[config.mk]
export PLATFORM = sky130hd
export DESIGN_NAME = soleso_ctrl
export DESIGN_NICKNAME = d
export VERILOG_FILES = /design/src/hw/rtl/soleso_pkg.sv /design/src/hw/rtl/soleso_ctrl.sv
export SDC_FILE = /design/constraint.sdc
export NUM_CORES = 1
export LEC_CHECK = 0
export ABC_AREA = 1
export ABC_CLOCK_PERIOD_IN_PS = 1350
export BUFFER_PORTS_ARGS = -buffer_cell sky130_fd_sc_hd__clkbuf_2
export CORE_AREA = 2 2 39 41
export CTS_CLUSTER_DIAMETER = 120
export DETAILED_ROUTE_END_ITERATION = 8
export DIE_AREA = 0 0 41 43
export PLACE_DENSITY = 0.68
export SLEW_MARGIN = 20
export SYNTH_ARGS = -nofsm -noshare
export SYNTH_HDL_FRONTEND = slang
export SYNTH_SLANG_ARGS = --single-unit
[constraint.sdc]
create_clock -name clk -period 1.35 [get_ports clk]
set_clock_uncertainty 0.1 [all_clocks]
set_input_delay 0.135 -clock clk [delete_from_list [all_inputs] [get_ports clk]]
set_output_delay 0.135 -clock clk [all_outputs]
set_load 0.01 [all_outputs]
[src/hw/rtl/soleso_pkg.sv]
// Shared types and constants for the second-order LESO block.
// No dependencies; imported by every RTL module of the block except the checker.
package soleso_pkg;

  localparam int MUL_W      = 32;   // shared multiplier operand width
  localparam int GAIN_W     = 48;   // unsigned Q32.16 gains
  localparam int PERIOD_W   = 32;   // unsigned Q0.32 sample period
  localparam int IGAIN_W    = 32;   // signed Q16.16 input gain
  localparam int APB_DATA_W = 64;
  localparam int APB_ADDR_W = 6;
  localparam int ADDR_LSB   = 3;    // registers on 8-byte spacing

  localparam logic [PERIOD_W-1:0] PERIOD_RESET = 32'd4294967;
  localparam logic [IGAIN_W-1:0]  IGAIN_RESET  = 32'd65536;

  typedef enum logic [APB_ADDR_W-ADDR_LSB-1:0] {
    REG_PERIOD,
    REG_GAIN_POS,
    REG_GAIN_VEL,
    REG_GAIN_DIST,
    REG_INPUT_GAIN
  } reg_idx_t;

  typedef enum logic {
    CMD_UPDATE,
    CMD_INIT
  } command_t;

  // products in the order they are computed for an update
  typedef enum logic [2:0] {
    OP_GP,   // gain_position * e
    OP_GV,   // gain_velocity * e
    OP_GD,   // gain_disturbance * e
    OP_IU,   // input_gain * u
    OP_R1,   // position rate * T
    OP_R2,   // velocity rate * T
    OP_R3    // disturbance rate * T
  } op_t;

  typedef enum logic [3:0] {
    ST_IDLE,
    ST_DECODE,
    ST_INIT,
    ST_ERR,
    ST_LOAD,
    ST_MUL,
    ST_DRAIN,
    ST_SIGN,
    ST_WB,
    ST_DONE
  } state_t;

  typedef struct packed {
    logic [PERIOD_W-1:0] period;
    logic [GAIN_W-1:0]   gain_pos;
    logic [GAIN_W-1:0]   gain_vel;
    logic [GAIN_W-1:0]   gain_dist;
    logic [IGAIN_W-1:0]  input_gain;
  } cfg_t;

  typedef struct packed {
    logic capture;
    logic init;
    logic err;
    logic load;
    logic step;
    logic sign;
    logic wb;
    logic publish;
    op_t  op;
  } cmd_t;

  typedef struct packed {
    logic init_cmd;
    logic mul_last;
  } status_t;

  function automatic op_t next_op(op_t op);
    op_t nxt;
    unique case (op)
      OP_GP:   nxt = OP_GV;
      OP_GV:   nxt = OP_GD;
      OP_GD:   nxt = OP_IU;
      OP_IU:   nxt = OP_R1;
      OP_R1:   nxt = OP_R2;
      OP_R2:   nxt = OP_R3;
      default: nxt = OP_GP;
    endcase
    return nxt;
  endfunction

endpackage

[src/hw/rtl/soleso_ctrl.sv]
// Sequencer for the LESO block: steps the datapath through the seven
// products of an update and owns both handshakes. Depends on soleso_pkg.
module soleso_ctrl (
  input  logic                clk,
  input  logic                rst,
  input  logic                in_valid,
  output logic                in_stall,
  output logic                out_valid,
  input  logic                out_stall,
  input  soleso_pkg::status_t status,
  output soleso_pkg::cmd_t    cmd
);
  import soleso_pkg::*;

  state_t state, state_next;
  op_t    op, op_next;

  always_ff @(posedge clk) begin
    if (rst) begin
      state <= ST_IDLE;
      op    <= OP_GP;
    end else begin
      state <= state_next;
      op    <= op_next;
    end
  end

  always_comb begin
    cmd        = '0;
    cmd.op     = op;
    state_next = state;
    op_next    = op;
    unique case (state)
      ST_IDLE: begin
        if (in_valid) begin
          cmd.capture = 1'b1;
          state_next  = ST_DECODE;
        end
      end
      ST_DECODE: begin
        if (status.init_cmd) begin
          state_next = ST_INIT;
        end else begin
          state_next = ST_ERR;
        end
      end
      ST_INIT: begin
        cmd.init   = 1'b1;
        state_next = ST_DONE;
      end
      ST_ERR: begin
        cmd.err    = 1'b1;
        op_next    = OP_GP;
        state_next = ST_LOAD;
      end
      ST_LOAD: begin
        cmd.load   = 1'b1;
        state_next = ST_MUL;
      end
      ST_MUL: begin
        cmd.step = 1'b1;
        if (status.mul_last) begin
          state_next = ST_DRAIN;
        end
      end
      // last partial product lands in the accumulator
      ST_DRAIN: state_next = ST_SIGN;
      ST_SIGN: begin
        cmd.sign   = 1'b1;
        state_next = ST_WB;
      end
      ST_WB: begin
        cmd.wb = 1'b1;
        if (op == OP_R3) begin
          state_next = ST_DONE;
        end else begin
          op_next    = next_op(op);
          state_next = ST_LOAD;
        end
      end
      ST_DONE: begin
        if (!out_valid || !out_stall) begin
          cmd.publish = 1'b1;
          state_next  = ST_IDLE;
        end
      end
      default: state_next = ST_IDLE;
    endcase
  end

  assign in_stall = (state != ST_IDLE);

  always_ff @(posedge clk) begin
    if (rst) begin
      out_valid <= 1'b0;
    end else if (cmd.publish) begin
      out_valid <= 1'b1;
    end else if (!out_stall) begin
      out_valid <= 1'b0;
    end
  end

endmodule

==> metrics.txt <==
critical path class reg2out; clk buf depth 2; number of H-tree levels 1; Worst-path clk slew 0.05 ns; Mapped Avg Cell Area 6.15 µm²; register area 175 µm²; Antenna diodes 0; buffers and inverters on the worst path 2; Max IR drop VDD 0.000502 V; area of the multi-input gates 302 µm²; final worst-path cycle share 0.979; worst r2r src state[1]; element type at the critical path end output pin; Layout Nets 118; worst slew pin tran 0.279 ns; Worst Hold End state[1]; core area 1380 µm²; die width 41 µm; share of post-route cells with drive strength above 1 0.455; Synth Cell Area 517 µm²; r2r setup slk 0.11 ns; largest net degree at the start of global routing 9; outcome complete, no violations; port bufs 18; vias per cell 4.83; startpoint types flip-flop; synth warn 0; Detail Route Antenna Nets 0; post-route minimum period 1.32 ns; Async SR Flop Fraction 0; fin. max-slew vios 0; total track usage 0.156; total power divided by cell area 880 nW/µm²; Setup WS post-layout 0.0283 ns; critical path's top delay family flip-flops; row count 14; final WL 1.17 mm; min-delay worst type in2reg; Reg-to-Reg End op[0]; GRT overflow 0; Synth cell types 15; post-synthesis sequential area ratio 0.310; Max Freq 757 MHz; CP max stage cell dfxtp_4; Post-synth EDFFs 0; Hold Crit Depth 2; Layout area overhead 42.6%; DP Area 634 µm²; Post-Synthesis Cells 84; Die Footprint 1760 µm²; syn nets 90; max cap viols 0; Vert. Die Dim 43 µm; Post-DP HPWL 916 µm; insertion delay to the later sink of the worst-skew pair 0.24 ns; # setup viols final 0; unrepaired setup endpoints after global routing yes; CP Max Fanout 6; vias 608; Worst EP arrival 1.09 ns; antenna violations before repair 0; Routability Congestion 0.777; top cells by area, synth dfxtp_1, inv_1, nand2_1, nand3_1, a21oi_1; R2R cell count 7; post-synth top area cell dfxtp_1; clk root buf clkbuf_4; Design Area, Final 737 µm²; synth cell count leaders inv_1, nand2_1, nand3_1, dfxtp_1, nor2_1; area share of the largest cell type after synthesis 0.310; CP required 1.12 ns; Placement Setup Slack 0.116 ns; synthesis-stage register bit count 8; initial cell density of the core 0.373; hold buffers post-CTS 0; CTS buffer count 3; Hold Startpoint rst; Final TNS setup 0 ns; final core utilization 0.533; CP Cell Sequence nor2_4, nand3_1, inv_1, clkbuf_2; Detailed Routing Iterations Pass 1 4; I/O Pins 19; hold slack 0.0450 ns; Sink Count 8; number of global-route vias before repair 497; Critical Path Start state[3]; detailed-route wire length per cell 9.30 µm; initial drt markers 13; Max stage delay on crit path 0.36 ns; Filler cells 135; drc violations 0; global-route wire length before repair 1.90 mm; relative slew slack 0.814; top_reg_cell synth dfxtp_1; CTS tree done; Final Hold Fails 0; static leakage 0.000434 µW
## cell usage in the layout (no fill, tap or decap)
cell and n:
o21ai_2 1, nor3b_2 1, nand4_1 1, inv_2 6, buf_4 5, a21oi_1 6
dfxtp_4 4, dfxtp_1 4, buf_6 2, nor2_4 4, nor2_2 2, inv_4 1
buf_2 3, nand2_1 14, clkbuf_2 13, inv_1 13, o21ai_1 1, nor2_1 6
o21ai_0 3, nand2_2 5, clkbuf_4 3, nand3_1 12
## per-layer routing
layer,vias up,track usage,part of all wire
met2,23,0.244,0.51
met3,4,0.0314,0.068
met4,0,0.0800,0.010
met5,-,0,0
met1,267,0.192,0.41
li1,314,-,-
## worst max path at each step
stage                     endpoint  depth (start not counted)
after floorplan            cmd[10]                          3
after global placement      cmd[8]                          4
after detailed placement    cmd[8]                          4
after CTS                  cmd[10]                          4
after global routing       cmd[10]                          4
final                       cmd[9]                          4
## stage by stage
step	cells	power [µW]
floorplan	84	392
global placement	119	444
detailed placement	119	446
CTS	122	631
global route	126	702
finish	126	648
## sequential cells by signal, summed over array words and instances (netlist names)
signal     flops
op             3
out_valid      1
state          4
## layout make-up
type	count	area share
Tap cell	16	0.0272
Multi-Input combinational cell	56	0.409
Inverter	20	0.105
Clock buffer	3	0.0306
Sequential cell	8	0.238
Timing Repair Buffer	23	0.190
## what timing repair did
action | 4_1_cts | 5_1_grt
resized for setup | 8 | 18
buffers inserted | 0 | 4
endpoints found under the setup margin | 8 | 8
pin swaps | 1 | 5
## logic make-up (layout without fill, tap and decap cells)
kind of cell,after synthesis,after routing,synth area share
buffers and inverters,20,46,0.145
flip-flops,8,8,0.310
AO/OA/AOI/OAI,11,11,0.114
AND/OR/NAND/NOR,45,45,0.431
## worst register-to-register path: stages, from the launching register on
cell     delay (ns)
dfxtp_4        0.36
nor2_4         0.18
nand2_2        0.09
inv_2          0.08
buf_4          0.11
o21ai_2        0.06
nand2_2        0.07
a21oi_1        0.06
## report_power, final
part,internal [µW],switching [µW]
logic,83.8,115
clock network,101,70.3
registers,253,25.4
total,438,211
Power figures use the tool's default switching activity.
