`src/hw/rtl/soleso_pkg.sv`:
```
// Shared types and constants for the second-order LESO block.
// No dependencies; imported by every RTL module of the block except the checker.
package soleso_pkg;

  localparam int MUL_W      = 32;   // shared multiplier operand width
  localparam int GAIN_W     = 48;   // unsigned Q32.16 gains
  localparam int PERIOD_W   = 32;   // unsigned Q0.32 sample period
  localparam int IGAIN_W    = 32;   // signed Q16.16 input gain
  localparam int APB_DATA_W = 64;
  localparam int APB_ADDR_W = 6;
  localparam int ADDR_LSB   = 3;    // registers on 8-byte spacing

  localparam logic [PERIOD_W-1:0] PERIOD_RESET = 32'd4294967;
  localparam logic [IGAIN_W-1:0]  IGAIN_RESET  = 32'd65536;

  typedef enum logic [APB_ADDR_W-ADDR_LSB-1:0] {
    REG_PERIOD,
    REG_GAIN_POS,
    REG_GAIN_VEL,
    REG_GAIN_DIST,
    REG_INPUT_GAIN
  } reg_idx_t;

  typedef enum logic {
    CMD_UPDATE,
    CMD_INIT
  } command_t;

  // products in the order they are computed for an update
  typedef enum logic [2:0] {
    OP_GP,   // gain_position * e
    OP_GV,   // gain_velocity * e
    OP_GD,   // gain_disturbance * e
    OP_IU,   // input_gain * u
    OP_R1,   // position rate * T
    OP_R2,   // velocity rate * T
    OP_R3    // disturbance rate * T
  } op_t;

  typedef enum logic [3:0] {
    ST_IDLE,
    ST_DECODE,
    ST_INIT,
    ST_ERR,
    ST_LOAD,
    ST_MUL,
    ST_DRAIN,
    ST_SIGN,
    ST_WB,
    ST_DONE
  } state_t;

  typedef struct packed {
    logic [PERIOD_W-1:0] period;
    logic [GAIN_W-1:0]   gain_pos;
    logic [GAIN_W-1:0]   gain_vel;
    logic [GAIN_W-1:0]   gain_dist;
    logic [IGAIN_W-1:0]  input_gain;
  } cfg_t;

  typedef struct packed {
    logic capture;
    logic init;
    logic err;
    logic load;
    logic step;
    logic sign;
    logic wb;
    logic publish;
    op_t  op;
  } cmd_t;

  typedef struct packed {
    logic init_cmd;
    logic mul_last;
  } status_t;

  function automatic op_t next_op(op_t op);
    op_t nxt;
    unique case (op)
      OP_GP:   nxt = OP_GV;
      OP_GV:   nxt = OP_GD;
      OP_GD:   nxt = OP_IU;
      OP_IU:   nxt = OP_R1;
      OP_R1:   nxt = OP_R2;
      OP_R2:   nxt = OP_R3;
      default: nxt = OP_GP;
    endcase
    return nxt;
  endfunction

endpackage

```
`src/hw/rtl/soleso_dp.sv`:
```
// Datapath for the LESO block: observer states, one shared 32x32 multiplier
// stepping over operand chunks, accumulator, saturation. Depends on soleso_pkg.
module soleso_dp #(
  parameter int STATE_WIDTH   = 32,
  parameter int FRACTION_BITS = 16
) (
  input  logic                          clk,
  input  logic                          rst,
  input  soleso_pkg::cmd_t              cmd,
  output soleso_pkg::status_t           status,
  input  soleso_pkg::cfg_t              cfg,
  input  logic                          command,
  input  logic signed [STATE_WIDTH-1:0] measured_output,
  input  logic signed [STATE_WIDTH-1:0] control_input,
  output logic signed [STATE_WIDTH-1:0] position_estimate,
  output logic signed [STATE_WIDTH-1:0] velocity_estimate,
  output logic signed [STATE_WIDTH-1:0] disturbance_estimate,
  output logic                          is_initialized
);
  import soleso_pkg::*;

  localparam int W   = STATE_WIDTH;
  localparam int F   = FRACTION_BITS;
  localparam int CW  = MUL_W;
  localparam int RW  = GAIN_W + 4 + W - F;     // rate width, signed
  localparam int SW  = RW + 1;                 // state + increment
  localparam int AW  = (RW > GAIN_W) ? RW : GAIN_W;
  localparam int NA  = (AW + CW - 1) / CW;     // chunks of the long operand
  localparam int NB  = (W + 1 + CW - 1) / CW;  // chunks of the short operand
  localparam int NG  = (GAIN_W + CW - 1) / CW;
  localparam int NU  = (W + CW - 1) / CW;
  localparam int NR  = (RW + CW - 1) / CW;
  localparam int AOW = CW * NA;
  localparam int BOW = CW * NB;
  localparam int ACW = CW * (NA + NB);
  localparam int KW  = $clog2(NA + NB);

  localparam logic signed [SW-1:0] SMAX = {{(SW-W+1){1'b0}}, {(W-1){1'b1}}};
  localparam logic signed [SW-1:0] SMIN = {{(SW-W+1){1'b1}}, {(W-1){1'b0}}};

  command_t               cmd_reg;
  logic signed [W-1:0]    y, u;
  logic signed [W-1:0]    pos, vel, disturb;
  logic                   init_done;
  logic signed [W:0]      err;

  logic [AOW-1:0]         opa;
  logic [BOW-1:0]         opb;
  logic                   neg;
  logic [KW-1:0]          ai, bi, a_lim, b_lim, pk;
  logic [2*CW-1:0]        prod;
  logic                   pv;
  logic [ACW-1:0]         acc;
  logic signed [ACW:0]    res;
  logic signed [RW-1:0]   r1, r2, r3;

  logic [W:0]             e_mag;
  logic [W-1:0]           u_mag;
  logic signed [IGAIN_W-1:0] ig;
  logic [IGAIN_W-1:0]     ig_mag;
  logic signed [RW-1:0]   r_sel;
  logic [RW-1:0]          r_mag;
  logic [GAIN_W-1:0]      gain_sel;
  logic signed [ACW:0]    res_f, res_t;
  logic signed [RW-1:0]   term, rate_t;
  logic signed [W-1:0]    base_sel, sat_val;
  logic signed [SW-1:0]   sum;
  logic                   is_gain;

  // ---- operand selection and magnitudes ----
  assign ig      = $signed(cfg.input_gain);
  assign e_mag   = err[W] ? $unsigned(-err) : $unsigned(err);
  assign u_mag   = u[W-1] ? $unsigned(-u) : $unsigned(u);
  assign ig_mag  = ig[IGAIN_W-1] ? $unsigned(-ig) : $unsigned(ig);
  assign r_mag   = r_sel[RW-1] ? $unsigned(-r_sel) : $unsigned(r_sel);
  assign is_gain = (cmd.op == OP_GP) || (cmd.op == OP_GV) || (cmd.op == OP_GD);

  always_comb begin
    unique case (cmd.op)
      OP_GV:   gain_sel = cfg.gain_vel;
      OP_GD:   gain_sel = cfg.gain_dist;
      default: gain_sel = cfg.gain_pos;
    endcase
  end

  always_comb begin
    unique case (cmd.op)
      OP_R1:   begin r_sel = r1; base_sel = pos; end
      OP_R2:   begin r_sel = r2; base_sel = vel; end
      default: begin r_sel = r3; base_sel = disturb; end
    endcase
  end

  // ---- capture and error ----
  always_ff @(posedge clk) begin
    if (cmd.capture) begin
      y       <= measured_output;
      u       <= control_input;
      cmd_reg <= command_t'(command);
    end
    if (cmd.err) begin
      err <= $signed({y[W-1], y}) - $signed({pos[W-1], pos});
    end
  end

  assign status.init_cmd = (cmd_reg == CMD_INIT);

  // ---- operand load ----
  always_ff @(posedge clk) begin
    if (cmd.load) begin
      if (is_gain) begin
        opa   <= AOW'(gain_sel);
        opb   <= BOW'(e_mag);
        neg   <= err[W];
        a_lim <= KW'(NG - 1);
        b_lim <= KW'(NB - 1);
      end else if (cmd.op == OP_IU) begin
        opa   <= AOW'(ig_mag);
        opb   <= BOW'(u_mag);
        neg   <= ig[IGAIN_W-1] ^ u[W-1];
        a_lim <= '0;
        b_lim <= KW'(NU - 1);
      end else begin
        opa   <= AOW'(r_mag);
        opb   <= BOW'(cfg.period);
        neg   <= r_sel[RW-1];
        a_lim <= KW'(NR - 1);
        b_lim <= '0;
      end
    end
  end

  // ---- chunked multiply: one partial product per cycle, registered,
  //      then shifted into the accumulator on the following cycle ----
  assign status.mul_last = (ai == a_lim) && (bi == b_lim);

  always_ff @(posedge clk) begin
    if (rst) begin
      ai <= '0;
      bi <= '0;
      pv <= 1'b0;
    end else if (cmd.load) begin
      ai <= '0;
      bi <= '0;
      pv <= 1'b0;
    end else begin
      pv <= cmd.step;
      if (cmd.step) begin
        if (bi == b_lim) begin
          bi <= '0;
          ai <= ai + KW'(1);
        end else begin
          bi <= bi + KW'(1);
        end
      end
    end
  end

  always_ff @(posedge clk) begin
    if (cmd.step) begin
      prod <= opa[ai*CW +: CW] * opb[bi*CW +: CW];
      pk   <= ai + bi;
    end
    if (cmd.load) begin
      acc <= '0;
    end else if (pv) begin
      acc <= acc + (ACW'(prod) << (CW * pk));
    end
    if (cmd.sign) begin
      res <= neg ? -$signed({1'b0, acc}) : $signed({1'b0, acc});
    end
  end

  // ---- writeback: floor shifts, accumulate rates, saturate states ----
  assign res_f  = res >>> F;
  assign res_t  = res >>> PERIOD_W;
  assign term   = $signed(res_f[RW-1:0]);
  assign rate_t = $signed(res_t[RW-1:0]);
  assign sum    = SW'(rate_t) + SW'(base_sel);

  always_comb begin
    if (sum > SMAX) begin
      sat_val = {1'b0, {(W-1){1'b1}}};
    end else if (sum < SMIN) begin
      sat_val = {1'b1, {(W-1){1'b0}}};
    end else begin
      sat_val = sum[W-1:0];
    end
  end

  always_ff @(posedge clk) begin
    if (cmd.wb) begin
      unique case (cmd.op)
        OP_GP:   r1 <= term + RW'(vel);
        OP_GV:   r2 <= term + RW'(disturb);
        OP_GD:   r3 <= term;
        OP_IU:   r2 <= r2 + term;
        default: ;
      endcase
    end
  end

  // rates are all formed before any state is overwritten
  always_ff @(posedge clk) begin
    if (rst) begin
      pos       <= '0;
      vel       <= '0;
      disturb   <= '0;
      init_done <= 1'b0;
    end else if (cmd.init && !init_done) begin
      pos       <= y;
      vel       <= '0;
      disturb   <= '0;
      init_done <= 1'b1;
    end else if (cmd.wb) begin
      unique case (cmd.op)
        OP_R1:   pos     <= sat_val;
        OP_R2:   vel     <= sat_val;
        OP_R3:   disturb <= sat_val;
        default: ;
      endcase
    end
  end

  // ---- output register ----
  always_ff @(posedge clk) begin
    if (cmd.publish) begin
      position_estimate    <= pos;
      velocity_estimate    <= vel;
      disturbance_estimate <= disturb;
    end
  end

  always_ff @(posedge clk) begin
    if (rst) begin
      is_initialized <= 1'b0;
    end else if (cmd.publish) begin
      is_initialized <= init_done;
    end
  end

endmodule

```
`config.mk`:
```
export PLATFORM = sky130hd
export DESIGN_NAME = soleso_dp
export DESIGN_NICKNAME = d
export VERILOG_FILES = /design/src/hw/rtl/soleso_pkg.sv /design/src/hw/rtl/soleso_dp.sv
export SDC_FILE = /design/constraint.sdc
export NUM_CORES = 2
export LEC_CHECK = 0
export BUFFER_PORTS_ARGS = -buffer_cell sky130_fd_sc_hd__buf_2
export CORE_MARGIN = 2
export CORE_UTILIZATION = 35
export CTS_CLUSTER_SIZE = 12
export DETAILED_ROUTE_END_ITERATION = 10
export GPL_TIMING_DRIVEN = 0
export PLACE_DENSITY = 0.46
export SYNTH_ARGS = -nofsm -noshare
export SYNTH_HDL_FRONTEND = slang
export SYNTH_SLANG_ARGS = --single-unit
export TNS_END_PERCENT = 10
```
`constraint.sdc`:
```
create_clock -name clk -period 36 [get_ports clk]
set_input_delay 3.6 -clock clk [delete_from_list [all_inputs] [get_ports clk]]
set_output_delay 3.6 -clock clk [all_outputs]
set_load 0.02 [all_outputs]
```
==> impl_metrics.py <==
metrics = {
    "yosys": {
        "synth_top_family_by_area": "adder cells",
        "syn_nets": 11500,
        "seq_area_frac_synth_pct": 26.5,
        "syn_area_mm2": 0.0896,
        "syn-instance-count": 9748,
        "syn_area_per_cell_um2": 9.19,
        "yosysUniqueCellTypes": 90,
        "synth_edf_count": 654,
        "yosys-top-cells-area": "edfxtp_1, fa_1, ha_1",
        "synth_compound_area_share_pct": 13.8,
        "synth_flop_cell": "edfxtp_1",
        "synth_top_area_cell": "edfxtp_1",
        "synth_async_sr_flop_share_pct": 0,
        "ys_ff_latch": 859,
        "synth_warnings": 0,
        "synthAdderAreaFrac_pct": 28.6,
        "yosys.area_share.xor_xnor_pct": 5.82,
        "muxShareOfSynthArea_pct": 4.34,
        "synthSimpleGateAreaFrac_pct": 14.3,
        "synth_top_area_share_pct": 21.9,
    },
    "sta": {
        "maxSlewHeadroom_pct": -2.03,
        "setup_viol": 0,
        "holdWs_ns": 0.517,
        "fin_skew_ns": 0.110,
        "fmax_mhz": 59.0,
        "fin_setup_tns_ns": 0,
        "min_period_over_period_pct": 47.1,
        "worst_pin_slew_ns": 1.52,
        "hold_viol": 0,
        "rsz0062_at_grt": "false",
        "fin_crit_ns": 16.96,
        "drv_slew": 5,
    },
    "die": {
        "ios": 385,
        "die_x_um": 510,
        "row_count": 185,
        "start_util_pct": 35.2,
        "core_mm2": 0.254,
        "die_area_mm2": 0.260,
        "die_y_um": 510,
    },
    "clocking": {
        "path_clk_slew_ns": 0.06,
        "ctsResizeCount": 0,
        "cts_sinks": 859,
        "cts_tree": "built",
        "cts_buffer_depth": 3,
        "numCtsBuffers": 106,
        "h-tree-depth": 3,
        "clk_latency_ns": 0.81,
        "root_buffer": "clkbuf_16",
        "cts_setup_buffers": 0,
        "cts_hold_buf": 0,
    },
    "critical_path": {
        "start_kind": "input port",
        "critical_path.slowest_cell": "nor3_1",
        "cpPeakStageDelay_ns": 1.25,
        "crit_required_ns": 36.71,
        "crit_path_max_fanout": 32,
        "timing.rr.end": "prod[63]",
        "r2r_slack_ns": 23.33,
        "critPathCaptureType": "register",
        "r2r_cells": 33,
        "rr_startpoint": "bi[2]",
        "criticalPathCategory": "input port to register",
        "path_common_cell": "clkbuf_1",
        "crit_arrival_ns": 17.67,
    },
    "finish": {
        "final_common_cell": "nor2_1",
        "area_growth_syn_to_layout_pct": 11.4,
        "regMostFlops": "acc",
        "most-common-layout-cells": "nor2_1, inv_1, nand2_1",
        "nNetsFinal": 12100,
        "reg.largest.list": "acc (100), res (84)",
        "largest_register_ffs": 100,
        "final_area_mm2": 0.0999,
        "n_fill_cell": 25900,
        "drive_gt1_share_pct": 7.16,
    },
    "worst_hold_path": {
        "hold_start": "init_done",
        "whs_endpoint": "init_done",
        "hold_depth": 2,
        "hp-class": "register to register",
    },
    "routing": {
        "via_per_inst": 5.58,
        "drtIter0Drc": 7955,
        "vias": 76700,
        "first_pass_iters": 6,
        "drc": 0,
        "wl_per_cell_um": 31.2,
        "totalWireLength_mm": 428,
        "drtAntennaViolNets": 0,
    },
    "global_route": {
        "use_met2_pct": 49.3,
        "use_met3_pct": 6.50,
        "grt_use_total_pct": 32.5,
        "busiest_layer": "met2",
        "antenna_found_initial": 66,
        "grt_pass1_vias": 75800,
        "grt_start_max_net_pins": 74,
        "grtUsageMet1_pct": 45.0,
        "grt_overflow": 0,
        "grt_pass1_wl_mm": 593,
    },
    "placed_design": {
        "routabilityCongestion": 1.01,
        "place_area_mm2": 0.0962,
        "io_buffers": 382,
        "dp_hpwl_mm": 358,
    },
    "run": {
        "drv_cap": 2,
    },
    "outcome": {
        "violations": "capacitance limit, slew limit",
        "status": "finished with violations",
    },
}
-- kinds of logic (layout without fill, tap and decap cells) --
group,after synthesis,after routing
buf+inv,1595,2197
simple gates,2916,2916
mux,357,357
fa+ha+maj,1505,1505
flops,859,859
xor+xnor,595,595
other cells,0,24
compound gates,1921,1921
-- layer usage --
| layer | vias to the layer above | part of all wire [%] |
|---|---|---|
| met1 | 38800 | 44 |
| met5 | - | 0.032 |
| met2 | 3216 | 43 |
| li1 | 34000 | - |
| met4 | 22 | 5.0 |
| met3 | 586 | 8.0 |
-- through the flow --
stage / util (%) / setup WS [ns] / cells
finish: 39.3 / 19.04 / 13700
global route: 39.2 / 18.49 / 13700
CTS: 39.2 / 19.21 / 13700
detailed placement: 37.8 / 18.39 / 13500
global placement: 37.6 / 15.14 / 13500
floorplan: - / 21.69 / 9748
-- synthesized netlist by cell type (14+ instances only) --
cell type / instances
nor2_1: 1195
inv_1: 1104
nand2_1: 950
fa_1: 902
edfxtp_1: 654
ha_1: 603
a21oi_1: 557
clkbuf_1: 450
xnor2_1: 417
o21ai_0: 400
a21o_1: 278
mux2i_1: 245
dfxtp_1: 205
xor2_1: 178
and2_1: 129
nand3_1: 120
a211oi_1: 96
mux2_2: 96
o21bai_1: 85
nor3_1: 84
nand4_1: 77
nand2b_1: 75
a221o_1: 74
o31ai_1: 68
and3_1: 60
a31oi_1: 54
o21a_1: 51
nor2b_1: 49
or3_1: 40
nor4_1: 39
buf_1: 35
a22oi_1: 32
o41ai_1: 27
or4_1: 26
a21boi_0: 23
o211ai_1: 23
o22ai_1: 22
a221oi_1: 17
mux4_2: 16
or2_2: 16
a31o_2: 14
-- how the worst max path moves through the flow --
stage / startpoint / endpoint / slack (ns) / cells after the start
floorplan: cmd[0] / pos[1] / 21.69 / 29
global placement: cmd[0] / pos[16] / 15.14 / 29
detailed placement: cmd[0] / pos[18] / 18.39 / 31
CTS: cmd[0] / pos[18] / 19.21 / 31
global route: cmd[0] / pos[20] / 18.49 / 31
finish: cmd[0] / vel[30] / 19.04 / 30
-- critical path: cells and delay by family --
kind	cells	cell delay, ns
buf+inv	14	8.80
compound gates	11	2.89
simple gates	3	1.59
mux	1	0.36
fa+ha+maj	1	0.31
-- area by class of cell --
class	instances	area, µm²	area share (%)
sequential	859	23700	23.8
tap	3366	4210	4.22
inverter	1105	4150	4.15
timing repair buffer	403	2290	2.29
antenna	24	60.1	0.0601
multi-input combinational	7294	59900	60.0
buffer	490	1860	1.86
clock inverter	71	875	0.876
clock buffer	128	2770	2.77
Power is left out: the tool's default activity adds up to more than one toggle a clock period on the data nets, which glitch-free logic cannot reach.
