<file path="src/hw/rtl/soleso_pkg.sv">
// Shared types and constants for the second-order LESO block.
// No dependencies; imported by every RTL module of the block except the checker.
package soleso_pkg;

  localparam int MUL_W      = 32;   // shared multiplier operand width
  localparam int GAIN_W     = 48;   // unsigned Q32.16 gains
  localparam int PERIOD_W   = 32;   // unsigned Q0.32 sample period
  localparam int IGAIN_W    = 32;   // signed Q16.16 input gain
  localparam int APB_DATA_W = 64;
  localparam int APB_ADDR_W = 6;
  localparam int ADDR_LSB   = 3;    // registers on 8-byte spacing

  localparam logic [PERIOD_W-1:0] PERIOD_RESET = 32'd4294967;
  localparam logic [IGAIN_W-1:0]  IGAIN_RESET  = 32'd65536;

  typedef enum logic [APB_ADDR_W-ADDR_LSB-1:0] {
    REG_PERIOD,
    REG_GAIN_POS,
    REG_GAIN_VEL,
    REG_GAIN_DIST,
    REG_INPUT_GAIN
  } reg_idx_t;

  typedef enum logic {
    CMD_UPDATE,
    CMD_INIT
  } command_t;

  // products in the order they are computed for an update
  typedef enum logic [2:0] {
    OP_GP,   // gain_position * e
    OP_GV,   // gain_velocity * e
    OP_GD,   // gain_disturbance * e
    OP_IU,   // input_gain * u
    OP_R1,   // position rate * T
    OP_R2,   // velocity rate * T
    OP_R3    // disturbance rate * T
  } op_t;

  typedef enum logic [3:0] {
    ST_IDLE,
    ST_DECODE,
    ST_INIT,
    ST_ERR,
    ST_LOAD,
    ST_MUL,
    ST_DRAIN,
    ST_SIGN,
    ST_WB,
    ST_DONE
  } state_t;

  typedef struct packed {
    logic [PERIOD_W-1:0] period;
    logic [GAIN_W-1:0]   gain_pos;
    logic [GAIN_W-1:0]   gain_vel;
    logic [GAIN_W-1:0]   gain_dist;
    logic [IGAIN_W-1:0]  input_gain;
  } cfg_t;

  typedef struct packed {
    logic capture;
    logic init;
    logic err;
    logic load;
    logic step;
    logic sign;
    logic wb;
    logic publish;
    op_t  op;
  } cmd_t;

  typedef struct packed {
    logic init_cmd;
    logic mul_last;
  } status_t;

  function automatic op_t next_op(op_t op);
    op_t nxt;
    unique case (op)
      OP_GP:   nxt = OP_GV;
      OP_GV:   nxt = OP_GD;
      OP_GD:   nxt = OP_IU;
      OP_IU:   nxt = OP_R1;
      OP_R1:   nxt = OP_R2;
      OP_R2:   nxt = OP_R3;
      default: nxt = OP_GP;
    endcase
    return nxt;
  endfunction

endpackage

</file>
<file path="src/hw/rtl/soleso_regs.sv">
// APB register file for the LESO block: period, three gains, input gain.
// Depends on soleso_pkg.
module soleso_regs (
  input  logic                              clk,
  input  logic                              rst,
  input  logic                              psel,
  input  logic                              penable,
  input  logic                              pwrite,
  input  logic [soleso_pkg::APB_ADDR_W-1:0] paddr,
  input  logic [soleso_pkg::APB_DATA_W-1:0] pwdata,
  output logic [soleso_pkg::APB_DATA_W-1:0] prdata,
  output logic                              pready,
  output soleso_pkg::cfg_t                  cfg
);
  import soleso_pkg::*;

  reg_idx_t idx;
  logic     wr;

  assign idx    = reg_idx_t'(paddr[APB_ADDR_W-1:ADDR_LSB]);
  assign wr     = psel & penable & pwrite;
  assign pready = 1'b1;

  always_ff @(posedge clk) begin
    if (rst) begin
      cfg.period     <= PERIOD_RESET;
      cfg.gain_pos   <= '0;
      cfg.gain_vel   <= '0;
      cfg.gain_dist  <= '0;
      cfg.input_gain <= IGAIN_RESET;
    end else if (wr) begin
      unique case (idx)
        REG_PERIOD:     cfg.period     <= pwdata[PERIOD_W-1:0];
        REG_GAIN_POS:   cfg.gain_pos   <= pwdata[GAIN_W-1:0];
        REG_GAIN_VEL:   cfg.gain_vel   <= pwdata[GAIN_W-1:0];
        REG_GAIN_DIST:  cfg.gain_dist  <= pwdata[GAIN_W-1:0];
        REG_INPUT_GAIN: cfg.input_gain <= pwdata[IGAIN_W-1:0];
        default: ;
      endcase
    end
  end

  always_comb begin
    unique case (idx)
      REG_PERIOD:     prdata = APB_DATA_W'(cfg.period);
      REG_GAIN_POS:   prdata = APB_DATA_W'(cfg.gain_pos);
      REG_GAIN_VEL:   prdata = APB_DATA_W'(cfg.gain_vel);
      REG_GAIN_DIST:  prdata = APB_DATA_W'(cfg.gain_dist);
      REG_INPUT_GAIN: prdata = APB_DATA_W'(cfg.input_gain);
      default:        prdata = '0;
    endcase
  end

endmodule

</file>
<file path="config.mk">
export PLATFORM = sky130hd
export DESIGN_NAME = soleso_regs
export DESIGN_NICKNAME = d
export VERILOG_FILES = /design/src/hw/rtl/soleso_pkg.sv /design/src/hw/rtl/soleso_regs.sv
export SDC_FILE = /design/constraint.sdc
export NUM_CORES = 1
export LEC_CHECK = 0
export BUFFER_PORTS_ARGS = -buffer_cell sky130_fd_sc_hd__buf_4
export CELL_PAD_IN_SITES_DETAIL_PLACEMENT = 0
export CELL_PAD_IN_SITES_GLOBAL_PLACEMENT = 1
export CORE_MARGIN = 3
export CORE_UTILIZATION = 38
export DETAILED_ROUTE_END_ITERATION = 6
export GPL_TIMING_DRIVEN = 0
export PLACE_DENSITY = 0.81
export SLEW_MARGIN = 20
export SYNTH_ARGS = -nofsm -noshare
export SYNTH_HDL_FRONTEND = slang
export SYNTH_SLANG_ARGS = --single-unit
</file>
<file path="constraint.sdc">
create_clock -name clk -period 1.7 [get_ports clk]
set_input_delay 0.17 -clock clk [delete_from_list [all_inputs] [get_ports clk]]
set_output_delay 0.17 -clock clk [all_outputs]
set_load 0.02 [all_outputs]
</file>
==> summary.md, run 1 <==
The run gives 1 as the maximum level of the CTS H-tree. Counting instances, the worst hold path has a depth of 3. Site row count: 58. On the worst path, the slowest cell contributes a delay of 0.32 ns. The part of the Yosys area used for sequential elements is 0.421, and the initial antenna violation count is 0. The run gives 0 as the number of remaining DRC errors. TritonCTS built the clock tree.

For the I/O pin count, the log shows 348. Counting instances in the post-synthesis netlist gives the leading cell types as sky130_fd_sc_hd__nand2b_1 (245), sky130_fd_sc_hd__dfxtp_1 (208), sky130_fd_sc_hd__mux2i_1 (208). The critical path data arrival time was 1.58 ns.

The worst setup path is of the reg2out kind. The overall via count from detail_route is 9113, and the post-route antenna net violation count is 0. The final number of setup-violating endpoints came out at 11. Setup repair after global routing could not meet its margin everywhere.

For the worst-skew pair, the clock arrives at the later sink with an insertion delay of 0.52 ns. Clock tree synthesis found a total of 208 sinks. From synthesis to final layout, the design area changed by 49.7%.

Derived from the worst setup path, the maximum achievable clock frequency is 0.570 GHz. Path class of the lowest-slack min-delay path: in2reg. The max-slew violation count was 0. Dividing total power by cell area gives a power density of 789 nW/um^2. A synthesized cell averages 10.1 sq um. The critical path runs through a total of 4 cells. The die covers 28000 sq um. The number of buffers and inverters on the critical path is 1, and the number of enable flip-flop cells after synthesis is 0. For this run, the post-layout net count is 1467. The number of hold-slack violations in the final timing report came out at 0. Timing analysis after detailed placement gives a worst setup slack of -0.741 ns. Share of synthesized registers carrying an async set or reset: 0.

The library cell with the largest summed area after synthesis was sky130_fd_sc_hd__dfxtp_1. The deepest clock path buffer count came out at 3. The most repeated cell in the gate-level netlist after synthesis was sky130_fd_sc_hd__nand2b_1. Counting flops and latches in the post-synthesis netlist gives 208.

The checks that failed: setup timing. The initial standard-cell utilization of the core came out at 0.389. The via count of the first global-routing pass was 9215; the placer's final routability congestion estimate was 0.835. Shortest clock period the worst path allows after layout: 1.75 ns.

Input and output buffers added on the ports amount to 308. Yosys printed 0 warnings. The run gives 40700 microns as the total wire length.

The required time at the worst-slack endpoint is 1.53 ns, and the fraction of layout instances using a drive strength above 1 is 0.460. The placeable core area is 25400 sq um. The mapped netlist covers 9880 sq um. The maximum fanout count along the critical path came out at 2. The register with the most flip-flops in the layout has 208 of them.

The critical path goes through mux2_4 > a22oi_2 > o22ai_1 > buf_4. In the final layout, the registers with the most flip-flops are cfg x208. The floorplan die height works out to 167 microns. The via-per-instance ratio was 5.24; the transition time of the tightest slew-check pin was 1.08 ns. The path depth of the worst reg2reg path came out at 4. The relative slew slack is 0.281, and the total placed instance area is 12700 sq um. The run finished, with violations left. For the number of violations reported at the end of detailed-routing iteration 0, the log shows 547.

The tools report the CTS root buffer as sky130_fd_sc_hd__clkbuf_16. The tools report the critical path capture point type as an output port. Once layout is done, the placed cells without fillers occupy 14800 sq um.

The worst setup skew after layout was 0 ns; the total CTS buffers was 24. The mean routed wirelength per cell works out to 23.4 microns. After clock tree synthesis, the clock-pin slew on the worst setup and hold paths is 0.06 ns. In the post-synthesis netlist, the biggest area contributors are sky130_fd_sc_hd__dfxtp_1 (42%), sky130_fd_sc_hd__mux2i_1 (21%), sky130_fd_sc_hd__nand2b_1 (16%). The tightest hold path in the finished design has a slack of 0.00842 ns. Power consumption: 11.7 mW. The kind of cell adding the most delay to the critical path is flip-flops. Count of unique library cells instantiated by Yosys: 21. VDD sags by at most 539 uV. The filler cell count came out at 2258.

Synthesis produced 975 cells. The tools report the worst-case setup margin in the final layout as -0.0530 ns. Global routing usage summed across all routing layers: 0.276. Among all flip-flop cells after synthesis, the most frequent one is sky130_fd_sc_hd__dfxtp_1.

The tools report the maximum number of pins on one net before global-route repair as 14. Max-cap violations in this run came to 0. The pre-antenna-repair detailed-routing pass consisted of 6 iterations. The register ranked first by flip-flop count is cfg.

Element type at the critical path start: a flop. For this design the static power due to leakage is 7.05 nW. The detailed placer's ending HPWL was 28200 microns; the area share of the largest cell type after synthesis was 0.421. The first global-routing pass estimated 59300 microns of wire. The portion of the clock cycle consumed by the worst path in the final layout was 1.03; the die span in x was 167 microns. Among all stages on the critical path, the largest delay is contributed by sky130_fd_sc_hd__dfxtp_2. Count of inserted antenna diode cells: 0. Setup total negative slack on the finished layout was measured at -0.257 ns.

The global route total overflow came out at 0.
-- cell families (layout without fill, tap and decap cells) --
logic type,count (synthesis),in the layout,synth area share
simple gates,295,295,0.177
mux,256,256,0.265
flops,208,208,0.421
compound gates,112,112,0.0810
buf+inv,102,521,0.0546
other cells,2,17,0.000760
-- area by class of cell --
class / instances / area, sq um / share of cell area
multi-input cells: 680 / 5640 / 0.381
well taps: 330 / 413 / 0.0279
clock buffers: 31 / 678 / 0.0458
flip-flops and latches: 208 / 4270 / 0.288
plain buffers: 102 / 677 / 0.0457
repair buffers: 376 / 2960 / 0.200
clock inverters: 12 / 168 / 0.0113
-- stage by stage --
| stage | utilization | cells |
|---|---|---|
| after global routing | 0.583 | 1739 |
| after floorplan | - | 990 |
| after CTS | 0.570 | 1728 |
| after detailed placement | 0.499 | 1628 |
| after global placement | 0.499 | 1628 |
| final | 0.583 | 1739 |
-- routing by layer --
layer / GRT usage / routed length [microns] / vias up
met5: 0 / 0 / -
met4: 0.0811 / 1080 / 0
met3: 0.0668 / 3320 / 70
met2: 0.465 / 19200 / 438
met1: 0.352 / 17100 / 4408
li1: - / - / 4197
-- cell usage in the layout (no fill, tap or decap), types with 4 or more instances in the layout --
| cell | instances |
|---|---|
| sky130_fd_sc_hd__nand2b_1 | 245 |
| sky130_fd_sc_hd__clkbuf_1 | 35 |
| sky130_fd_sc_hd__bufinv_16 | 4 |
| sky130_fd_sc_hd__clkbuf_2 | 6 |
| sky130_fd_sc_hd__buf_4 | 356 |
| sky130_fd_sc_hd__nor2_1 | 35 |
| sky130_fd_sc_hd__o22ai_2 | 19 |
| sky130_fd_sc_hd__mux2i_1 | 208 |
| sky130_fd_sc_hd__a22oi_1 | 41 |
| sky130_fd_sc_hd__mux2_4 | 20 |
| sky130_fd_sc_hd__dlygate4sd3_1 | 24 |
| sky130_fd_sc_hd__dfxtp_1 | 131 |
| sky130_fd_sc_hd__o22ai_1 | 13 |
| sky130_fd_sc_hd__clkbuf_16 | 25 |
| sky130_fd_sc_hd__mux2_2 | 28 |
| sky130_fd_sc_hd__clkinv_2 | 5 |
| sky130_fd_sc_hd__buf_2 | 15 |
| sky130_fd_sc_hd__clkbuf_4 | 8 |
| sky130_fd_sc_hd__conb_1 | 17 |
| sky130_fd_sc_hd__clkbuf_8 | 9 |
| sky130_fd_sc_hd__buf_6 | 30 |
| sky130_fd_sc_hd__dfxtp_2 | 75 |
| sky130_fd_sc_hd__a22oi_2 | 39 |
-- power by group --
| group | switching [mW] | leakage [nW] | internal [mW] |
|---|---|---|---|
| combinational | 0.698 | 4.92 | 0.491 |
| clock | 2.13 | 0.410 | 3.42 |
| sequential | 0.0325 | 1.72 | 4.91 |
-- worst min-delay path, delay by kind of cell --
kind / cells / cell delay [ns]
and+or+nand+nor: 1 / 0.09
muxes: 1 / 0.13
buffers and inverters: 1 / 0.08
-- what timing repair did --
item,CTS,global route
setup buffers,33,11
hold buffers,24,0
endpoints found under the setup margin,48,47
pin swaps,46,18
gates resized for setup,179,75
endpoints found under the hold margin,47,0
-- path summary, 6_finish.rpt --
check / start / to / slack (ns)
hold reg to reg: cfg[107]$_SDFFE_PP0P_ / cfg[107]$_SDFFE_PP0P_ / 0.48
setup / recovery: cfg[100]$_SDFFE_PP0P_ / prdata[20] / -0.05
setup reg to reg: cfg[109]$_SDFFE_PP0P_ / cfg[109]$_SDFFE_PP0P_ / 0.89
hold / removal: pwdata[33] / cfg[65]$_SDFFE_PP0P_ / 0.008
Note: power is estimated with default switching activity, not from simulation.
==> run 2, diff against run 1 <==
Settings changed: PLACE_DENSITY 0.81 to 0.77.
==> run 2 against run 1 <==
Net effect: the flow still finishes with violations (setup timing); sequential power about the same; global-route usage decreased by 0.35 points; worst setup slack improved by 0.011 ns.
==> summary.md, run 2 (same netlist as run 1, synthesis figures left out) <==
Kind of cell adding the most delay to the critical path: flip-flops. The checks that failed: setup timing. The shortest clock period the worst path allows after layout was 1.74 ns (-0.0115 ns); the max-slew violation count was 0 (unchanged). Element type at the critical path start: a flop. On the critical path, the stage with the largest delay is an instance of sky130_fd_sc_hd__dfxtp_2. The run gives 0.295 (+0.0144) as the relative slew slack. The count of input and output buffers is 308 (unchanged). The run finished, with violations left. Leaving out fill and tap cells, the most frequent cell in the layout is sky130_fd_sc_hd__buf_4. Leaving out fill and tap cells, the most frequent cells in the layout are sky130_fd_sc_hd__buf_4 (355), sky130_fd_sc_hd__nand2b_1 (245), sky130_fd_sc_hd__mux2i_1 (208).

The clock-pin slew reported for the worst setup and hold paths after clock tree synthesis is 0.06 ns (about the same), and the via-per-instance ratio is 5.23 (-0.20%). The site row count was 58 (unchanged). The delay of the slowest cell on the worst path was 0.32 ns (about the same). The fraction of layout instances using a drive strength above 1 was 0.457 (-0.00302); the die area was 28000 sq um (unchanged). The logs give 0 (unchanged) for the number of hold-slack violations in the final timing report and 0.389 (unchanged) for the initial standard-cell utilization of the core. Required time at the worst-slack endpoint: 1.53 ns (about the same). The clock sink count came out at 208 (unchanged). The logs give 7.03 nW (-0.29%) for the leakage power summed over all cells and 25400 sq um (unchanged) for the placeable core area. The mean routed wirelength per cell is 23.2 microns (-1.0%). The tools report the utilization after layout as 0.582 (-0.000837). The floorplan die height is 167 microns (unchanged).

The logs give 0.574 GHz (+0.66%) for the upper clock frequency limit and 40200 microns (-1.4%) for the total wire length. The net switching component of the power was 2.81 mW (-1.9%). The worst hold slack after final layout is 0.0155 ns (+0.00712 ns), and the switching part of the total power is 0.238 (-0.00743). Critical path class: reg2out. The overall via count from detail_route is 9063 (-0.55%), and the maximum level of the CTS H-tree is 1 (unchanged). The signal on the critical path passes through mux2_4 > a22oi_2 > o22ai_1 > buf_4. The number of flip-flops under the largest register name is 208 (unchanged), and the global routing usage summed across all routing layers is 0.272 (-0.00346). The final number of setup-violating endpoints was 15 (+4); the number of buffers and inverters on the critical path was 1 (unchanged).

Count of inserted antenna diode cells: 0 (unchanged). The maximum fanout count along the critical path is 2 (unchanged). The sequential power share is 0.418 (-0.005).

The run gives 0 (unchanged) as the post-route antenna net violation count. The first-pass GRT wire length was 58700 microns (-0.92%); the number of remaining DRC errors was 0 (unchanged). The max-cap check violation count came out at 0 (unchanged). The maximum number of pins on one net before global-route repair is 14 (unchanged), and the portion of the clock cycle consumed by the worst path in the final layout is 1.02 (-0.00675). The number of iterations in the first detailed-routing pass is 5 (-1). The die span in x was 167 microns (unchanged); the via count of the first global-routing pass was 9113 (-1.1%). Setup repair after global routing could not meet its margin everywhere.

The peak supply drop is 523 uV (-2.9%). More flip-flops sit in one register than any other, and that register is cfg. The run gives -0.0415 ns (+0.0115 ns) as the worst-case setup margin in the final layout. Clock network fraction of design power: 0.482 (+0.007).

The number of violations reported at the end of detailed-routing iteration 0 is 500 (-8.6%). The run gives 0.099 (-0.003) as the combinational cell fraction of total power. The clock insertion delay at the later pin of the skew report came out at 0.50 ns (-0.02 ns). The worst setup path is captured at an output port. The CTS root buffer is sky130_fd_sc_hd__clkbuf_16. The tools report the worst setup skew after layout as 0 ns (unchanged). I/O pin count: 348 (unchanged). The total CTS buffers was 24 (unchanged); the global route total overflow was 0 (unchanged). The total power per unit cell area was 799 nW/um^2 (+1.3%); the placer's final routability congestion estimate was 0.828 (-0.86%).

Path class of the lowest-slack min-delay path: in2reg. Critical path data arrival time: 1.57 ns (about the same). Transition time of the tightest slew-check pin: 1.06 ns (-0.0216 ns). For the deepest clock path buffer count, the log shows 3 (unchanged).

Relative to the synthesized area, the layout overhead comes to 49.5%. The initial antenna violation count came out at 0 (unchanged). For the total number of nets in the final design, the log shows 1462 (-0.34%). TritonCTS built the clock tree. The cell internal power dissipation is 9.00 mW (+2.1%). The largest registers in the layout are cfg x208. The run gives 28000 microns (-0.69%) as the detailed placer's ending HPWL.
run 2: worst paths after layout:
check	slack [ns]	endpoint	startpoint	depth (start not counted)
setup / recovery	-0.04	prdata[5]	cfg[85]$_SDFFE_PP0P_	4
hold / removal	0.02	cfg[68]$_SDFFE_PP0P_	pwdata[36]	3
setup reg to reg	0.83	cfg[117]$_SDFFE_PP0P_	cfg[117]$_SDFFE_PP0P_	4
hold reg to reg	0.48	cfg[99]$_SDFFE_PP0P_	cfg[99]$_SDFFE_PP0P_	2
run 2: repair_timing:
action	4_1_cts	5_1_grt
endpoints found under the hold margin	41	0
hold buffers	22	0
buffers inserted	30	11
resized for setup	166	87
setup endpoints to repair	48	48
pin swaps	40	17
run 2: stage by stage:
| stage | instance area (sq um) | power, mW | cells | setup TNS (ns) | setup slack [ns] |
|---|---|---|---|---|---|
| after floorplan | 9940 | 5.61 | 990 | 0 | 0.160 |
| after global placement | 12700 | 6.06 | 1628 | -21.63 | -0.593 |
| after detailed placement | 12700 | 6.07 | 1628 | -22.04 | -0.581 |
| after CTS | 14400 | 11.8 | 1722 | -0.509 | -0.0419 |
| after global routing | 14800 | 12.1 | 1733 | -1.47 | -0.0755 |
| final | 14800 | 11.8 | 1733 | -0.208 | -0.0415 |
run 2: area by class of cell:
cell class	count	area (sq um)
fill	2271	10600
multi-input combinational	680	5650
sequential	208	4260
timing repair buffer	371	2920
clock buffer	34	699
buffer	102	672
tap	330	413
clock inverter	8	169
run 2: power groups by stage:
stage | Sequential [mW] | Clock, mW | Combinational [mW]
5_1_grt | 4.94 | 5.94 | 1.23
3_5_place_dp | 5.05 | 0 | 1.01
6_report | 4.94 | 5.70 | 1.17
4_1_cts | 4.94 | 5.73 | 1.12
3_3_place_gp | 5.05 | 0 | 1.01
2_1_floorplan | 5.09 | 0 | 0.519
run 2: worst reg2reg max path, stage by stage, from the launching register on:
cell                       delay, ns
sky130_fd_sc_hd__dfxtp_4        0.34
sky130_fd_sc_hd__buf_4          0.12
sky130_fd_sc_hd__buf_4          0.14
sky130_fd_sc_hd__nand2b_1       0.08
sky130_fd_sc_hd__mux2i_1        0.08
run 2: metal layers:
layer | GRT usage | vias up | share of wire
met5 | 0 | - | 0
met4 | 0.0783 | 0 | 0.030
met3 | 0.0673 | 64 | 0.082
met2 | 0.444 | 405 | 0.46
met1 | 0.360 | 4401 | 0.43
li1 | - | 4193 | -
==> run 3, diff against run 2 <==
Settings changed: ABC_AREA set to 1, CORE_UTILIZATION 38 to 34, PLACE_DENSITY 0.77 to 0.76, SETUP_SLACK_MARGIN set to 0.1.
==> run 3 against run 2 <==
Net effect: the flow now finishes without violations; non-clock buffer count grew 13; routed wire length is 24% higher; maximum frequency up 6.4%; register-to-register slack improved by 0.18 ns; critical endpoint is now prdata[26]; area after synthesis is 3.1% higher; combinational power rose by 29%; sequential share of layout area down 0.066 points; count of clock-buffer cells in the layout stayed put; critical path type is now in2out; total power grew 2.0%.
==> summary.md, run 3 <==
The run finished with clean final reports. The tools report the I/O pin count as 348 (unchanged). The shortest clock period the worst path allows after layout is 1.64 ns (-0.105 ns). The area of the mapped netlist came out at 10200 sq um (+3.1%). In the final layout, the registers with the most flip-flops are cfg x208. The total number of nets in the final design was 2094 (+43%); the global route total overflow was 0 (unchanged).

In this run the most critical hold path is launched from pwdata[21]. The most common library cell in the layout ignoring fill and taps is sky130_fd_sc_hd__nand2_1. The clock insertion delay at the later pin of the skew report was 0.52 ns (+0.02 ns); the worst setup slack before clock tree synthesis was -0.350 ns (+0.232 ns). For this run, the leading register cell type out of synthesis is sky130_fd_sc_hd__dfxtp_1.

The maximum level of the CTS H-tree is 1 (unchanged), and the count of inserted antenna diode cells is 0 (unchanged). Number of remaining DRC errors: 0 (unchanged). The path class of the lowest-slack min-delay path is in2reg.

The tools report the leakage power summed over all cells as 7.24 nW (+3.0%). For hold timing, the worst endpoint is cfg[53]$_SDFFE_PP0P_. The placeable core area is 29100 sq um (+15%). The tools report the max-cap check violation count as 0 (unchanged). Floorplan die height: 179 microns (+7.1%). For the total wire length, the log shows 49700 microns (+24%). The tools report the number of hold-slack violations in the final timing report as 0 (unchanged). Detailed placer's ending HPWL: 34300 microns (+23%). The deepest clock path buffer count came out at 3 (unchanged). The path depth of the worst reg2reg path works out to 2 (-2). The overall via count from detail_route was 12074 (+33%); the die span in x was 179 microns (+7.1%). The global routing usage summed across all routing layers was 0.295 (+0.0231); the number of flip-flops under the largest register name was 208 (unchanged).

The worst hold slack after final layout is 0.0111 ns (-0.00440 ns), and the site row count is 62 (+6.9%). The total CTS buffers is 25 (+4.2%). The root buffer cell chosen for the clock tree is sky130_fd_sc_hd__clkbuf_16.

The run gives 0.883 (+6.7%) as the placer's final routability congestion estimate. The relative slew slack was 0.446 (+0.151); the number of cells on the worst hold path was 5 (+2). The count of unique library cells instantiated by Yosys was 20 (-4.8%). The run gives 14 (unchanged) as the maximum number of pins on one net before global-route repair. Counting flops per register, the top entry is cfg.

The logs give 1.01 ns (+0.18 ns) for the internal reg-to-reg setup slack and 0.0634 ns (+0.105 ns) for the worst-case setup margin in the final layout. The clock-pin slew reported for the worst setup and hold paths after clock tree synthesis was 0.06 ns (about the same). The critical path in this run is classified as in2out. Total power per unit cell area: 824 nW/um^2 (+3.1%).

The tools report the element type at the critical path start as an input pin. Part of the Yosys area used for sequential elements: 0.409 (-0.0127). The portion of the clock cycle consumed by the worst path in the final layout was 0.963 (-0.0617); the initial standard-cell utilization of the core was 0.350 (-0.0388). The tools report the gate count after technology mapping as 1623 (+66%). The number of enable flip-flop cells after synthesis came out at 0 (unchanged).

The via-per-instance ratio was 4.99 (-4.7%); the required time at the worst-slack endpoint was 1.53 ns (about the same). The worst register-to-register path begins at cfg[16]$_SDFFE_PP1P_. The count of input and output buffers is 308 (unchanged), and the share of synthesized registers carrying an async set or reset is 0 (unchanged). The number of violations reported at the end of detailed-routing iteration 0 is 1137 (+130%), and the clock sink count is 208 (unchanged). The fraction of layout instances using a drive strength above 1 is 0.267 (-0.189). The die area is 32100 sq um (+15%). The total placed instance area was 13000 sq um (+3.0%); the area share of the largest cell type after synthesis was 0.409 (-0.0127).

The critical register-to-register path endpoint is cfg[16]$_SDFFE_PP1P_. Number of register bits inferred by synthesis: 208 (unchanged). The mean routed wirelength per cell is 20.5 microns (-11%), and the number of warnings issued by yosys is 0 (unchanged). The tools report the worst setup skew after layout as 0 ns (unchanged).

The design area is 14600 sq um (-1.1%), and the initial antenna violation count is 0 (unchanged). Sorting the synthesized cells by area gives the leading types as sky130_fd_sc_hd__dfxtp_1 (41%), sky130_fd_sc_hd__nand2_1 (17%), sky130_fd_sc_hd__nor2_1 (16%). The multi-input gate area in the final layout was 5050 sq um (-11%); the max-slew violation count was 0 (unchanged).

For the upper clock frequency limit, the log shows 0.611 GHz (+6.4%). The critical path data arrival time is 1.47 ns (-0.10 ns). Library cell with the largest summed area after synthesis: sky130_fd_sc_hd__dfxtp_1.

The run gives 579 uV (+11%) as the peak supply drop. TritonCTS built the clock tree. The signed area change from the synthesized netlist to the final layout was 43.4%. The first-pass GRT wire length was 70700 microns (+20%); the final number of setup-violating endpoints was 0 (-15). sky130_fd_sc_hd__nand2_1 is the most common cell in the netlist. Number of iterations in the first detailed-routing pass: 5 (unchanged). Maximum fanout count along the critical path: 10 (+8). The logs give 4210 sq um (-1.3%) for the storage element area and 11127 (+22%) for the via count of the first global-routing pass. Setup repair after global routing could not meet its margin everywhere.

The mean post-synth cell area is 6.28 sq um (-38%), and the filler cell count is 3024 (+33%). The tools report the critical path capture point type as an output port. Leaving out fill and tap cells, the most frequent cells in the layout are sky130_fd_sc_hd__nand2_1 (460), sky130_fd_sc_hd__nor2_1 (433), sky130_fd_sc_hd__buf_4 (352). The utilization after layout was 0.503 (-0.0792); the transition time of the tightest slew-check pin was 0.831 ns (-0.226 ns). By count the netlist is led by sky130_fd_sc_hd__nand2_1 (464), sky130_fd_sc_hd__nor2_1 (444), sky130_fd_sc_hd__nand3_1 (224). The tools report the post-route antenna net violation count as 0 (unchanged).
run 3: layout make-up:
class                           instances  share of cell area
Inverter                               88              0.0239
Timing Repair Buffer                  355               0.191
Clock inverter                         12             0.00813
Sequential cell                       208               0.288
Multi-Input combinational cell       1210               0.346
Buffer                                131              0.0615
Clock buffer                           34              0.0492
Tap cell                              384              0.0329
run 3: layer usage:
layer	GRT usage	vias to the layer above	part of all wire
met4	0.124	0	0.045
met5	0	-	0
met3	0.0693	130	0.10
met2	0.475	642	0.44
met1	0.380	5492	0.41
li1	-	5810	-
run 3: timing repair:
item	in CTS	in global routing
endpoints found under the setup margin	48	58
gates cloned	0	2
resized for setup	59	64
hold buffers	25	0
pin swaps	2	15
setup buffers	14	6
endpoints found under the hold margin	46	0
run 3: critical path: stages:
cell                      delay [ns]
sky130_fd_sc_hd__buf_4          0.18
sky130_fd_sc_hd__nor2_4         0.17
sky130_fd_sc_hd__buf_6          0.22
sky130_fd_sc_hd__buf_6          0.22
sky130_fd_sc_hd__nand3_1        0.09
sky130_fd_sc_hd__nand2_1        0.08
sky130_fd_sc_hd__nor2_1         0.04
sky130_fd_sc_hd__nand2_1        0.12
sky130_fd_sc_hd__buf_4          0.17
run 3: per-stage QoR:
stage	setup TNS (ns)	power [mW]	std cells
floorplan	0	5.83	1638
global placement	-8.01	6.44	2330
detailed placement	-8.65	6.45	2330
CTS	0	12.0	2415
global route	0	12.4	2422
finish	0	12.1	2422
run 3: report_power, final:
part           leakage [nW]  internal (mW)  switching [mW]
sequential             1.69           4.94          0.0627
combinational          5.13          0.522           0.991
clock                 0.415           3.27            2.28
run 3: cells by family (layout without fill, tap and decap cells):
logic type	count (synthesis)	after routing	synth area share
AND/OR/NAND/NOR	1192	1192	0.485
AO/OA/AOI/OAI	1	1	0.000491
flip-flops	208	208	0.409
buffers and inverters	220	620	0.106
other	2	17	0.000737
run 3: worst max-delay path by stage:
stage / startpoint / to / slack, ns / cells after the start
global placement: paddr[4] / prdata[26] / -0.35 / 8
finish: paddr[4] / prdata[26] / 0.06 / 9
global route: paddr[4] / prdata[0] / 0.07 / 9
CTS: paddr[4] / prdata[7] / 0.05 / 10
detailed placement: paddr[4] / prdata[26] / -0.35 / 8
floorplan: paddr[5] / prdata[12] / 0.37 / 9
